File: src/hdl/mqd_pkg.sv
`timescale 1ns / 1ps
`default_nettype none
// ---------------------------------------------------------------------------
// mqd_pkg
// Shared types and constants of the message queue deque unit: request and
// response beats, request modes, response status codes, controller commands.
// ---------------------------------------------------------------------------
package mqd_pkg;

   localparam int MSG_W  = 32;
   localparam int CAP_W  = 5;
   localparam int MODE_W = 3;
   localparam int STAT_W = 2;

   localparam logic [CAP_W-1:0] CAP_RESET = 5'd16;

   typedef enum logic [MODE_W-1:0] {
      MODE_SEND_BACK  = 3'd0,
      MODE_SEND_FRONT = 3'd1,
      MODE_OVERWRITE  = 3'd2,
      MODE_RECEIVE    = 3'd3,
      MODE_PEEK       = 3'd4,
      MODE_CLEAR      = 3'd5
   } mode_type;

   typedef enum logic [STAT_W-1:0] {
      STATUS_PASS  = 2'd0,
      STATUS_FULL  = 2'd1,
      STATUS_EMPTY = 2'd2
   } status_type;

   typedef struct packed {
      logic [MODE_W-1:0] mode;
      logic [MSG_W-1:0]  message_in;
   } req_type;

   typedef struct packed {
      logic [STAT_W-1:0] status;
      logic [MSG_W-1:0]  message_out;
      logic [CAP_W-1:0]  fill_count;
   } rsp_type;

   typedef struct packed {
      logic capture;
      logic execute;
      logic csr_write;
   } cmd_type;

endpackage : mqd_pkg
`default_nettype wire

File: src/hdl/mqd_ctrl.sv
`timescale 1ns / 1ps
`default_nettype none
// ---------------------------------------------------------------------------
// mqd_ctrl
// Controller: sequences each request through capture and execute, and owns
// the response valid flag and the handshake ready signals.
// ---------------------------------------------------------------------------
module mqd_ctrl (
   input  wire logic            clock,
   input  wire logic            reset,
   input  wire logic            req_valid,
   output logic                 req_ready,
   output logic                 rsp_valid,
   input  wire logic            rsp_ready,
   input  wire logic            csr_valid,
   output logic                 csr_ready,
   output mqd_pkg::cmd_type     cmd
);
   import mqd_pkg::*;

   typedef enum logic {
      ST_IDLE,
      ST_EXEC
   } state_type;

   state_type state_ff;
   logic      rsp_valid_ff;
   logic      req_fire;
   logic      rsp_free;

   // A request may enter while a response waits; it then holds in execute until
   // the response register frees up.
   assign req_ready = (state_ff == ST_IDLE);
   assign req_fire  = req_valid && req_ready;
   assign rsp_free  = !rsp_valid_ff || rsp_ready;
   assign csr_ready = (state_ff == ST_IDLE) && !req_valid;
   assign rsp_valid = rsp_valid_ff;

   assign cmd.capture   = req_fire;
   assign cmd.execute   = (state_ff == ST_EXEC) && rsp_free;
   assign cmd.csr_write = csr_valid && csr_ready;

   always_ff @(posedge clock) begin
      if (reset) begin
         state_ff     <= ST_IDLE;
         rsp_valid_ff <= 1'b0;
      end else begin
         unique case (state_ff)
            ST_IDLE: begin
               if (rsp_valid_ff && rsp_ready) begin
                  rsp_valid_ff <= 1'b0;
               end
               if (req_fire) begin
                  state_ff <= ST_EXEC;
               end
            end
            ST_EXEC: begin
               if (rsp_free) begin
                  rsp_valid_ff <= 1'b1;
                  state_ff     <= ST_IDLE;
               end
            end
            default: begin
               state_ff <= ST_IDLE;
            end
         endcase
      end
   end

endmodule : mqd_ctrl
`default_nettype wire

File: src/hdl/mqd_dpath.sv
`timescale 1ns / 1ps
`default_nettype none
// ---------------------------------------------------------------------------
// mqd_dpath
// Datapath: message ring memory, ring pointers, fill counter, capacity
// register and the response register.
// ---------------------------------------------------------------------------
module mqd_dpath #(
   parameter int DEPTH = 16,
   parameter int WIDTH = 32
) (
   input  wire logic                         clock,
   input  wire logic                         reset,
   input  wire mqd_pkg::cmd_type             cmd,
   input  wire mqd_pkg::req_type             req_payload,
   input  wire logic [mqd_pkg::CAP_W-1:0]    csr_data,
   output mqd_pkg::rsp_type                  rsp_payload
);
   import mqd_pkg::*;

   localparam int IW   = $clog2(DEPTH);
   localparam int XW   = (IW + 1 > CAP_W) ? IW + 1 : CAP_W;
   localparam int MAXW = (WIDTH > MSG_W) ? WIDTH : MSG_W;

   // Capacity as used: zero acts as one, anything above the ring depth as the depth.
   function automatic logic [CAP_W-1:0] eff_of(input logic [CAP_W-1:0] c);
      if (c == '0) begin
         return CAP_W'(1);
      end else if (32'(c) > 32'(DEPTH)) begin
         return CAP_W'(DEPTH);
      end else begin
         return c;
      end
   endfunction

   function automatic logic [IW-1:0] idx_next(input logic [IW-1:0] i,
                                              input logic [CAP_W-1:0] e);
      logic [XW-1:0] ip1;
      ip1 = XW'(i) + XW'(1);
      if (ip1 >= XW'(e)) begin
         return '0;
      end else begin
         return ip1[IW-1:0];
      end
   endfunction

   function automatic logic [IW-1:0] idx_prev(input logic [IW-1:0] i,
                                              input logic [CAP_W-1:0] e);
      logic [CAP_W-1:0] em1;
      em1 = e - CAP_W'(1);
      if (i == '0 || XW'(i) >= XW'(e)) begin
         return IW'(em1);
      end else begin
         return i - IW'(1);
      end
   endfunction

   logic [WIDTH-1:0]  mem [DEPTH];
   logic [WIDTH-1:0]  rdata_ff;
   logic [IW-1:0]     raddr;

   logic [CAP_W-1:0]  cap_ff;
   logic [CAP_W-1:0]  count_ff, count_in;
   logic [IW-1:0]     wr_ff, wr_in;
   logic [IW-1:0]     rd_ff, rd_in;
   logic [MODE_W-1:0] mode_ff;
   logic [MSG_W-1:0]  msg_ff;
   rsp_type           rsp_ff, rsp_in;

   logic [CAP_W-1:0]  eff;
   logic [CAP_W-1:0]  eff_new;
   logic              full;
   logic              empty;
   logic              we;
   logic [IW-1:0]     waddr;
   logic [MAXW-1:0]   wide_in;
   logic [MAXW-1:0]   wide_out;
   logic [WIDTH-1:0]  wdata;

   assign eff     = eff_of(cap_ff);
   assign eff_new = eff_of(csr_data);
   assign full    = (count_ff >= eff);
   assign empty   = (count_ff == '0);
   assign raddr   = idx_next(rd_ff, eff);

   // Messages are held at WIDTH bits; the beat carries a fixed 32-bit word.
   always_comb begin
      wide_in = '0;
      wide_in[MSG_W-1:0] = msg_ff;
      wide_out = '0;
      wide_out[WIDTH-1:0] = rdata_ff;
   end
   assign wdata = wide_in[WIDTH-1:0];

   always_comb begin
      count_in            = count_ff;
      wr_in               = wr_ff;
      rd_in               = rd_ff;
      we                  = 1'b0;
      waddr               = wr_ff;
      rsp_in.status       = STATUS_PASS;
      rsp_in.message_out  = '0;
      rsp_in.fill_count   = count_ff;
      unique case (mode_ff)
         MODE_SEND_BACK: begin
            if (full) begin
               rsp_in.status = STATUS_FULL;
            end else begin
               we       = 1'b1;
               waddr    = wr_ff;
               wr_in    = idx_next(wr_ff, eff);
               count_in = count_ff + CAP_W'(1);
            end
         end
         MODE_SEND_FRONT, MODE_OVERWRITE: begin
            if (full && mode_ff == MODE_SEND_FRONT) begin
               rsp_in.status = STATUS_FULL;
            end else begin
               we    = 1'b1;
               waddr = rd_ff;
               rd_in = idx_prev(rd_ff, eff);
               // A full overwrite replaces the newest entry, which becomes the head.
               if (full) begin
                  count_in = eff;
                  wr_in    = idx_prev(wr_ff, eff);
               end else begin
                  count_in = count_ff + CAP_W'(1);
               end
            end
         end
         MODE_RECEIVE, MODE_PEEK: begin
            if (empty) begin
               rsp_in.status = STATUS_EMPTY;
            end else begin
               rsp_in.message_out = wide_out[MSG_W-1:0];
               if (mode_ff == MODE_RECEIVE) begin
                  rd_in    = raddr;
                  count_in = count_ff - CAP_W'(1);
               end
            end
         end
         MODE_CLEAR: begin
            count_in = '0;
            wr_in    = '0;
            rd_in    = IW'(eff - CAP_W'(1));
         end
         default: begin
         end
      endcase
      rsp_in.fill_count = count_in;
   end

   always_ff @(posedge clock) begin
      if (cmd.execute && we) begin
         mem[waddr] <= wdata;
      end
      if (cmd.capture) begin
         rdata_ff <= mem[raddr];
      end
   end

   always_ff @(posedge clock) begin
      if (cmd.capture) begin
         mode_ff <= req_payload.mode;
         msg_ff  <= req_payload.message_in;
      end
      if (cmd.execute) begin
         rsp_ff <= rsp_in;
      end
   end

   always_ff @(posedge clock) begin
      if (reset) begin
         cap_ff   <= CAP_RESET;
         count_ff <= '0;
         wr_ff    <= '0;
         rd_ff    <= IW'(eff_of(CAP_RESET) - CAP_W'(1));
      end else if (cmd.csr_write) begin
         // A capacity write also empties the queue; slot contents stay.
         cap_ff   <= csr_data;
         count_ff <= '0;
         wr_ff    <= '0;
         rd_ff    <= IW'(eff_new - CAP_W'(1));
      end else if (cmd.execute) begin
         count_ff <= count_in;
         wr_ff    <= wr_in;
         rd_ff    <= rd_in;
      end
   end

   assign rsp_payload = rsp_ff;

endmodule : mqd_dpath
`default_nettype wire

File: src/hdl/message_queue_deque_unit.sv
`timescale 1ns / 1ps
`default_nettype none
// ---------------------------------------------------------------------------
// message_queue_deque_unit
// Hardware mailbox: a ring of up to DEPTH messages used as a deque, with
// send back, send front, overwrite, receive, peek and clear requests.
// ---------------------------------------------------------------------------
// Usage:
//   Each request beat on req_ (mode, message_in) yields exactly one response
//   beat on rsp_ (status, message_out, fill_count). Send modes report full,
//   receive and peek report empty; overwrite always passes.
//   A request passes through capture, which reads the head slot from the ring
//   memory, whose read port is registered, and then execute, which updates the
//   pointers and loads the response register. rsp_valid rises after execute,
//   and req_ready stays low in execute, so requests do not overlap there.
//   The response register lets the next request enter while the previous
//   response waits; that request then holds in execute, with req_ready low,
//   until the waiting response is taken.
//   csr_ writes the capacity register and empties the queue; write it only
//   while no request is in flight.
//   Reset zeroes the count and write pointer, sets capacity to 16 and the read
//   pointer to the last slot in use. Slots are not cleared; none unwritten is returned.
// ---------------------------------------------------------------------------
module message_queue_deque_unit #(
   parameter int DEPTH = 16,
   parameter int WIDTH = 32
) (
   input  wire logic                         clock,
   input  wire logic                         reset,
   input  wire logic                         req_valid,
   output logic                              req_ready,
   input  wire mqd_pkg::req_type             req_payload,
   output logic                              rsp_valid,
   input  wire logic                         rsp_ready,
   output mqd_pkg::rsp_type                  rsp_payload,
   input  wire logic                         csr_valid,
   output logic                              csr_ready,
   input  wire logic [mqd_pkg::CAP_W-1:0]    csr_data
);
   import mqd_pkg::*;

   cmd_type cmd;

   mqd_ctrl u_ctrl (
      .clock     (clock),
      .reset     (reset),
      .req_valid (req_valid),
      .req_ready (req_ready),
      .rsp_valid (rsp_valid),
      .rsp_ready (rsp_ready),
      .csr_valid (csr_valid),
      .csr_ready (csr_ready),
      .cmd       (cmd)
   );

   mqd_dpath #(
      .DEPTH (DEPTH),
      .WIDTH (WIDTH)
   ) u_dpath (
      .clock       (clock),
      .reset       (reset),
      .cmd         (cmd),
      .req_payload (req_payload),
      .csr_data    (csr_data),
      .rsp_payload (rsp_payload)
   );

endmodule : message_queue_deque_unit
`default_nettype wire
File: config.mk
export PLATFORM = sky130hd
export DESIGN_NAME = message_queue_deque_unit
export DESIGN_NICKNAME = d
export VERILOG_FILES = /design/src/hdl/mqd_pkg.sv /design/src/hdl/mqd_ctrl.sv /design/src/hdl/mqd_dpath.sv /design/src/hdl/message_queue_deque_unit.sv
export SDC_FILE = /design/constraint.sdc
export NUM_CORES = 1
export LEC_CHECK = 0
export BUFFER_PORTS_ARGS = -buffer_cell sky130_fd_sc_hd__buf_2
export CORE_ASPECT_RATIO = 1.2
export CORE_MARGIN = 2
export CORE_UTILIZATION = 40
export CTS_CLUSTER_DIAMETER = 120
export DETAILED_ROUTE_END_ITERATION = 8
export PLACE_DENSITY = 0.64
export SLEW_MARGIN = 20
export SYNTH_ARGS = -nofsm -noshare
export SYNTH_HDL_FRONTEND = slang
export SYNTH_HIERARCHICAL = 1
export SYNTH_SLANG_ARGS = --single-unit
File: constraint.sdc
create_clock -name clock -period 5.6 [get_ports clock]
set_input_delay 1.12 -clock clock [delete_from_list [all_inputs] [get_ports clock]]
set_output_delay 1.12 -clock clock [all_outputs]
set_load 0.05 [all_outputs]
==> results of run 1 <==
## flip-flops by register name, summed over array words and instances, names as in the netlist
signal and count:
u_dpath/count_ff 5, u_ctrl/rsp_valid 1, u_dpath/mode_ff 3, u_dpath/rsp_payload 39
u_dpath/msg_ff 32, u_dpath/wr_ff 4, u_dpath/rd_ff 4, u_dpath/cap_ff 5
u_dpath/mem 512, u_ctrl/state_ff 1, u_dpath/rdata_ff 32
## per-layer routing
| metal | GRT usage, % | share of wire (%) |
|---|---|---|
| met5 | 0 | 0 |
| met1 | 26.24 | 42 |
| met3 | 2.652 | 5.9 |
| met4 | 7.172 | 3.4 |
| met2 | 33.14 | 49 |
## cell families (layout without fill, tap and decap cells)
logic type               count (synthesis)  count (layout)
flip-flops                             638             638
AO/OA/AOI/OAI                          384             384
AND/OR/NAND/NOR                        217             217
multiplexers                           204             204
buffers and inverters                  123             267
adder cells (fa/ha/maj)                 32              32
XOR/XNOR                                11              11
## per-stage QoR
stage / cells / setup WS (ns) / total power, mW
after detailed placement: 2469 / 1.117 / 7.146
after global routing: 2585 / 0.9316 / 11.70
final: 2585 / 1.144 / 11.32
after global placement: 2469 / 1.197 / 7.123
after CTS: 2584 / 1.087 / 11.39
after floorplan: 1609 / 0.07838 / 6.616
## area by class of cell
class | count | area (µm²) | area share [%]
Multi-Input combinational cell | 848 | 7094 | 23.53
Clock buffer | 70 | 1560 | 5.176
Timing Repair Buffer | 134 | 898.4 | 2.980
Tap cell | 832 | 1041 | 3.453
Inverter | 18 | 67.56 | 0.2241
Clock inverter | 45 | 521.8 | 1.731
Sequential cell | 638 | 18960 | 62.90
## report_power, final
part | switching, mW | total (mW) | internal, mW
combinational | 0.934 | 1.50 | 0.567
sequential | 0.146 | 5.56 | 5.41
clock | 1.79 | 4.26 | 2.47
total | 2.87 | 11.3 | 8.45
## layout by cell type, fill, tap and decap left out, drive strengths merged, types with 16 or more instances in the layout
master,n
and2,36
mux2,130
clkinv,29
buf,134
edfxtp,618
nand2,33
dfxtp,20
a22oi,32
o21ai,59
o32a,32
a21oi,53
nand2b,16
clkbuf,70
inv,22
ha,31
mux2i,74
o32ai,43
nand3,20
nor2,36
a221oi,97
nor2b,40
## worst min-delay path by stage
stage                     slack [ns]  depth (start not counted)                      end            startpoint
after floorplan                 0.48                          2        u_dpath/cap_ff[0]     u_dpath/cap_ff[0]
after global placement          0.51                          2          u_ctrl/state_ff      u_ctrl/rsp_valid
after detailed placement        0.52                          1  u_dpath/rsp_payload[19]  u_dpath/rdata_ff[14]
after CTS                       0.52                          1  u_dpath/rsp_payload[20]  u_dpath/rdata_ff[15]
after global routing            0.54                          1  u_dpath/rsp_payload[19]  u_dpath/rdata_ff[14]
final                           0.52                          1  u_dpath/rsp_payload[20]  u_dpath/rdata_ff[15]
==> impl_metrics.ini, run 1 <==
[status]
status = completed

[detailed_routing]
avgRoutedWirePerCell_um = 25.90
drtPass1Iterations = 5
drtIter0Drc = 1491
drc = 0
wirelength_um = 66960
routed_via_density = 5.934
ant_nets = 0
vias = 15340

[die]
rows = 102
dieHeight_um = 284.9
core_mm2 = 0.06483
ioPinCount = 87
die_w_um = 238.0
start_util_pct = 40.56
dieArea_mm2 = 0.06781

[setup_path]
cp_slowest_stage_delay_ns = 0.81
worst_setup_path_end_kind = register
reg2reg_slack_ns = 1.14
r2r_end = u_dpath/rdata_ff[17]
crit_chain = inv_1, ha_4, ha_1, a21o_1, a311oi_1, o21ai_4, buf_12, mux2_1, a221oi_1, o32ai_1
rr_worst_depth = 10
crit_path_end = u_dpath/rdata_ff[17]
worst-path-max-fanout = 45
required_ns = 5.98
path_depth = 10
cp.buffers_inverters = 2
worstReg2RegStart = u_dpath/rd_ff[0]
arrival_ns = 4.83
critical_path_class = reg -> reg
cp-start-kind = register
crit_slowest_cell = o21ai_4
worstSetupStartpoint = u_dpath/rd_ff[0]
critical-path-top-delay-family = compound AO/OA/AOI/OAI gates

[timing]
slew_headroom_pct = 30.57
fmax_mhz = 224.4
worst_slew_pin_slew_ns = 1.041
finalCritPeriodShare_pct = 79.57
rsz0062_at_grt = false
finalCriticalPeriod_ns = 4.456
slew_viol_final = 0
setup_violations = 0
holdWs_ns = 0.5224
skew_ns = 0.03077
fin_tns_setup_ns = 0
finalHoldViolCount = 0

[clocking]
clock-sinks = 638
root_buffer = clkbuf_16
cts_made_buffers = 61
htreeDepth = 2
cts_tree = built
cts_resized = 0
post_cts_buffers = 0
ctsHoldBuffers = 0
clk_latency_ns = 0.65
clkTransAtPathRegs_ns = 0.06
cts_buffer_depth = 3

[finish]
fin_util_pct = 46.50
drive_above_1_share_pct = 19.40
fin_nets = 1777
diodes = 0
synthToLayoutAreaGrowth_pct = 14.65
fin_area_mm2 = 0.03015
num-fill-cells = 5482

[yosys]
synth-xor-area-share_pct = 0.3950
synth-compound-area-share_pct = 10.91
synth-simple-area-share_pct = 4.611
synth_cells = 1609
ys_types = 68
ys_seq_area_share_pct = 72.10
synthMuxAreaShare_pct = 8.385
synth_enable_flop_cells = 618
synth_top_family_by_area = compound AO/OA/AOI/OAI gates
syn_area_mm2 = 0.02629
synth_top_area_share_pct = 70.58
synth_commonest_cells = 618 x edfxtp_1, 97 x a221oi_1, 83 x mux2_2
synthFlopType = edfxtp_1
yosysMostFrequentCell = edfxtp_1
ys_warn_count = 6
syn_area_per_cell_um2 = 16.34
syn_nets = 1685
synth-seq-cells = 638
async_reset_ff_share_pct = 0
synth.area.top_cells = edfxtp_1 71%, mux2_2 3.6%, a221oi_1 3.2%
synth-adder-area-share_pct = 1.513
synth_top_area_cell = edfxtp_1

[placed_design]
dp_hpwl_um = 39030
port_buffers = 86
placed_area_mm2 = 0.02804
gp_congestion = 0.8840

[power_and_ir_drop]
peakVddDrop_mv = 0.2718
p_leak_nw = 9.832
power_density_mw_per_mm2 = 375.4

[global_routing]
antenna_found_initial = 0
grt_pass1_wl_um = 100800
globalRouteOverflowTotal = 0
grt_max_degree = 61
grt_pass1_vias = 15600
grtUsageTotal_pct = 19.72

[worst_hold_path]
holdCritPathClass = reg -> reg

[flow_run]
max_cap_violations = 0
Note: power is estimated with default switching activity, not from simulation.
==> inputs of run 2 (changes only) <==
Settings changed: ABC_AREA set to 1.
Clock period 5.6 ns to 3.6 ns, I/O delays scaled along.
==> run 2 against run 1 <==
Compared with the run above: largest power group unchanged; clock skew shrank 0.019 ns; utilization up 0.32 points; critical path depth up 8; setup slack lost 0.87 ns; synthesized cell count up 58%; critical path type unchanged; sequential share of layout area is 3.7 points lower; via count is 24% higher; critical endpoint is now u_dpath/mem[7][26].
==> impl_metrics.ini, run 2 <==
[setup_path]
arrival_ns = 3.64
cp.buffers_inverters = 4
worst_setup_path_end_kind = register
r2r_end = u_dpath/mem[7][26]
reg2reg_slack_ns = 0.28
critical_path_class = reg -> reg
cpMostUsedCell = nand2_1
cp-start-kind = register
worst-path-max-fanout = 23
cp_slowest_stage_delay_ns = 0.32
rr_worst_depth = 18
critical-path-top-delay-family = simple AND/OR/NAND/NOR gates
crit_slowest_cell = dfxtp_1
required_ns = 3.92
crit_chain = nor2_1, nand3_1, nand2_1, nand2_1, ha_1, nand2_1, inv_1, nand2_1, nand3_2, nand2_1, nand2_2, nand2_1, o21ai_0, buf_4, inv_1, nand2_1, nor2_4, buf_12
worstReg2RegStart = u_dpath/cap_ff[0]

[yosys]
ys_types = 37
syn_area_mm2 = 0.02767
synth_cells = 2539
syn_area_per_cell_um2 = 10.90
synth-seq-cells = 638
synth.area.top_cells = edfxtp_1 67%, nand3_1 6.5%, inv_1 5.0%
ys_warn_count = 6
yosysMostFrequentCell = edfxtp_1
ys_seq_area_share_pct = 68.52
syn_nets = 2615
async_reset_ff_share_pct = 0
synth_top_area_share_pct = 67.07
synth_top_area_cell = edfxtp_1
synth_enable_flop_cells = 618
synth_commonest_cells = 618 x edfxtp_1, 366 x inv_1, 358 x nand3_1
synthFlopType = edfxtp_1

[finish]
mostFrequentLayoutCells = 618 x edfxtp_1, 366 x inv_1, 357 x nand3_1
largest_register_ffs = 512
drive_above_1_share_pct = 11.05
synthToLayoutAreaGrowth_pct = 15.80
diodes = 0
layoutNonFillerInstCount = 3587
fin_nets = 2705
largest-register = u_dpath/mem
final_common_cell = edfxtp_1
num-fill-cells = 6066

[clocking]
clock-sinks = 638
htreeDepth = 2
cts_buffer_depth = 3
cts_made_buffers = 61
root_buffer = clkbuf_16
cts_resized = 0
ctsHoldBuffers = 0
clk_latency_ns = 0.63
post_cts_buffers = 0
cts_tree = built
clkTransAtPathRegs_ns = 0.07

[detailed_routing]
drtIter0Drc = 1753
vias = 18970
drc = 0
ant_nets = 0
routed_via_density = 5.289
drtPass1Iterations = 5
wirelength_um = 71120
avgRoutedWirePerCell_um = 19.83

[power_and_ir_drop]
combPwrFrac_pct = 20.4
power_density_mw_per_mm2 = 603.9
power_frac_clock_pct = 34.4
p_int_mw = 13.57
peakVddDrop_mv = 0.6018
seqPwrFrac_pct = 45.1
swShare_pct = 29.90
power_switching_mw = 5.785
p_leak_nw = 12.74

[worst_hold_path]
min_to = u_dpath/msg_ff[14]
holdCritPathClass = in -> reg
min_from = req_payload[14]
hold_depth = 1

[die]
rows = 105
dieArea_mm2 = 0.07130
ioPinCount = 87
die_w_um = 244.1
start_util_pct = 40.42
dieHeight_um = 292.1
core_mm2 = 0.06845

[timing]
rsz0062_at_grt = false
skew_ns = 0.01186
finalCritPeriodShare_pct = 92.31
slew_headroom_pct = 48.60
fmax_mhz = 300.9
holdWs_ns = 0.2632
slew_viol_final = 0
worst_slew_pin_slew_ns = 0.7709
fin_ws_ns = 0.2767
setup_violations = 0
finalCriticalPeriod_ns = 3.323
finalHoldViolCount = 0

[global_routing]
grt_max_degree = 238
grtUsageTotal_pct = 19.79
antenna_found_initial = 0
grt_pass1_wl_um = 108900
globalRouteOverflowTotal = 0
grt_pass1_vias = 18530

[flow_run]
max_cap_violations = 0

[placed_design]
dp_hpwl_um = 39500
pre_cts_slack_ns = 0.3179
port_buffers = 86
placed_cells = 3474
gp_congestion = 0.8591

[status]
status = completed
run 2: cell count changes in the layout (fill, tap and decap cells not counted), sizes merged, moves of 103 or more:
cell and delta:
mux2 -130, nor2 +322, nand2 +248, o21ai +103, inv +351, nand3 +339, nand4 +140
run 2: metrics by stage:
step	power [mW]	TNS (ns)	area [µm²]	utilization [%]
2_1_floorplan	11.44	-83.41	27740	-
3_3_place_gp	12.76	0	29950	43.75
5_1_grt	20.16	0	32040	46.81
3_5_place_dp	12.81	0	29950	43.75
6_report	19.35	0	32040	46.81
4_1_cts	19.47	0	32010	46.77
run 2: kinds of logic after synthesis:
| kind of cell | share of synthesized area [%] |
|---|---|
| flops | 68.52 |
| xor+xnor | 0.2849 |
| buf+inv | 7.375 |
| simple gates | 18.67 |
| compound gates | 3.753 |
| fa+ha+maj | 1.402 |
run 2: final cells by class:
| type | instances | area, µm² | share of cell area (%) |
|---|---|---|---|
| sequential | 638 | 18960 | 59.17 |
| multi-input combinational | 1387 | 6847 | 21.37 |
| timing repair buffer | 168 | 1629 | 5.084 |
| clock buffer | 71 | 1564 | 4.881 |
| inverter | 373 | 1405 | 4.385 |
| tap | 909 | 1137 | 3.550 |
| clock inverter | 41 | 501.7 | 1.566 |
run 2: worst max path at each step:
| stage | slack (ns) | cells past startpoint | startpoint | endpoint |
|---|---|---|---|---|
| after floorplan | -0.22 | 6 | rsp_ready | u_dpath/mem[11][0] |
| after global placement | 0.36 | 13 | u_dpath/rd_ff[0] | u_dpath/rdata_ff[3] |
| after detailed placement | 0.32 | 12 | u_dpath/rd_ff[0] | u_dpath/rdata_ff[3] |
| after CTS | 0.30 | 18 | u_dpath/cap_ff[0] | u_dpath/mem[7][30] |
| after global routing | 0.09 | 17 | u_dpath/cap_ff[4] | u_dpath/mem[7][30] |
| final | 0.28 | 18 | u_dpath/cap_ff[0] | u_dpath/mem[7][26] |
run 2: power by group through the flow:
stage                     Sequential, mW  Combinational, mW  Clock [mW]
final                               8.73               3.95        6.67
after global routing                8.76               4.31        7.08
after CTS                           8.74               3.93        6.80
after detailed placement            8.90               3.92           0
after global placement              8.89               3.87           0
after floorplan                     8.91               2.53           0
run 2: routing by layer:
metal / vias up / routed length [µm] / GRT usage [%]
met4: 0 / 2658 / 7.927
met1: 9215 / 28300 / 25.00
met5: - / 0 / 0
met3: 171 / 4805 / 2.932
li1: 8893 / - / -
met2: 691 / 35350 / 34.10
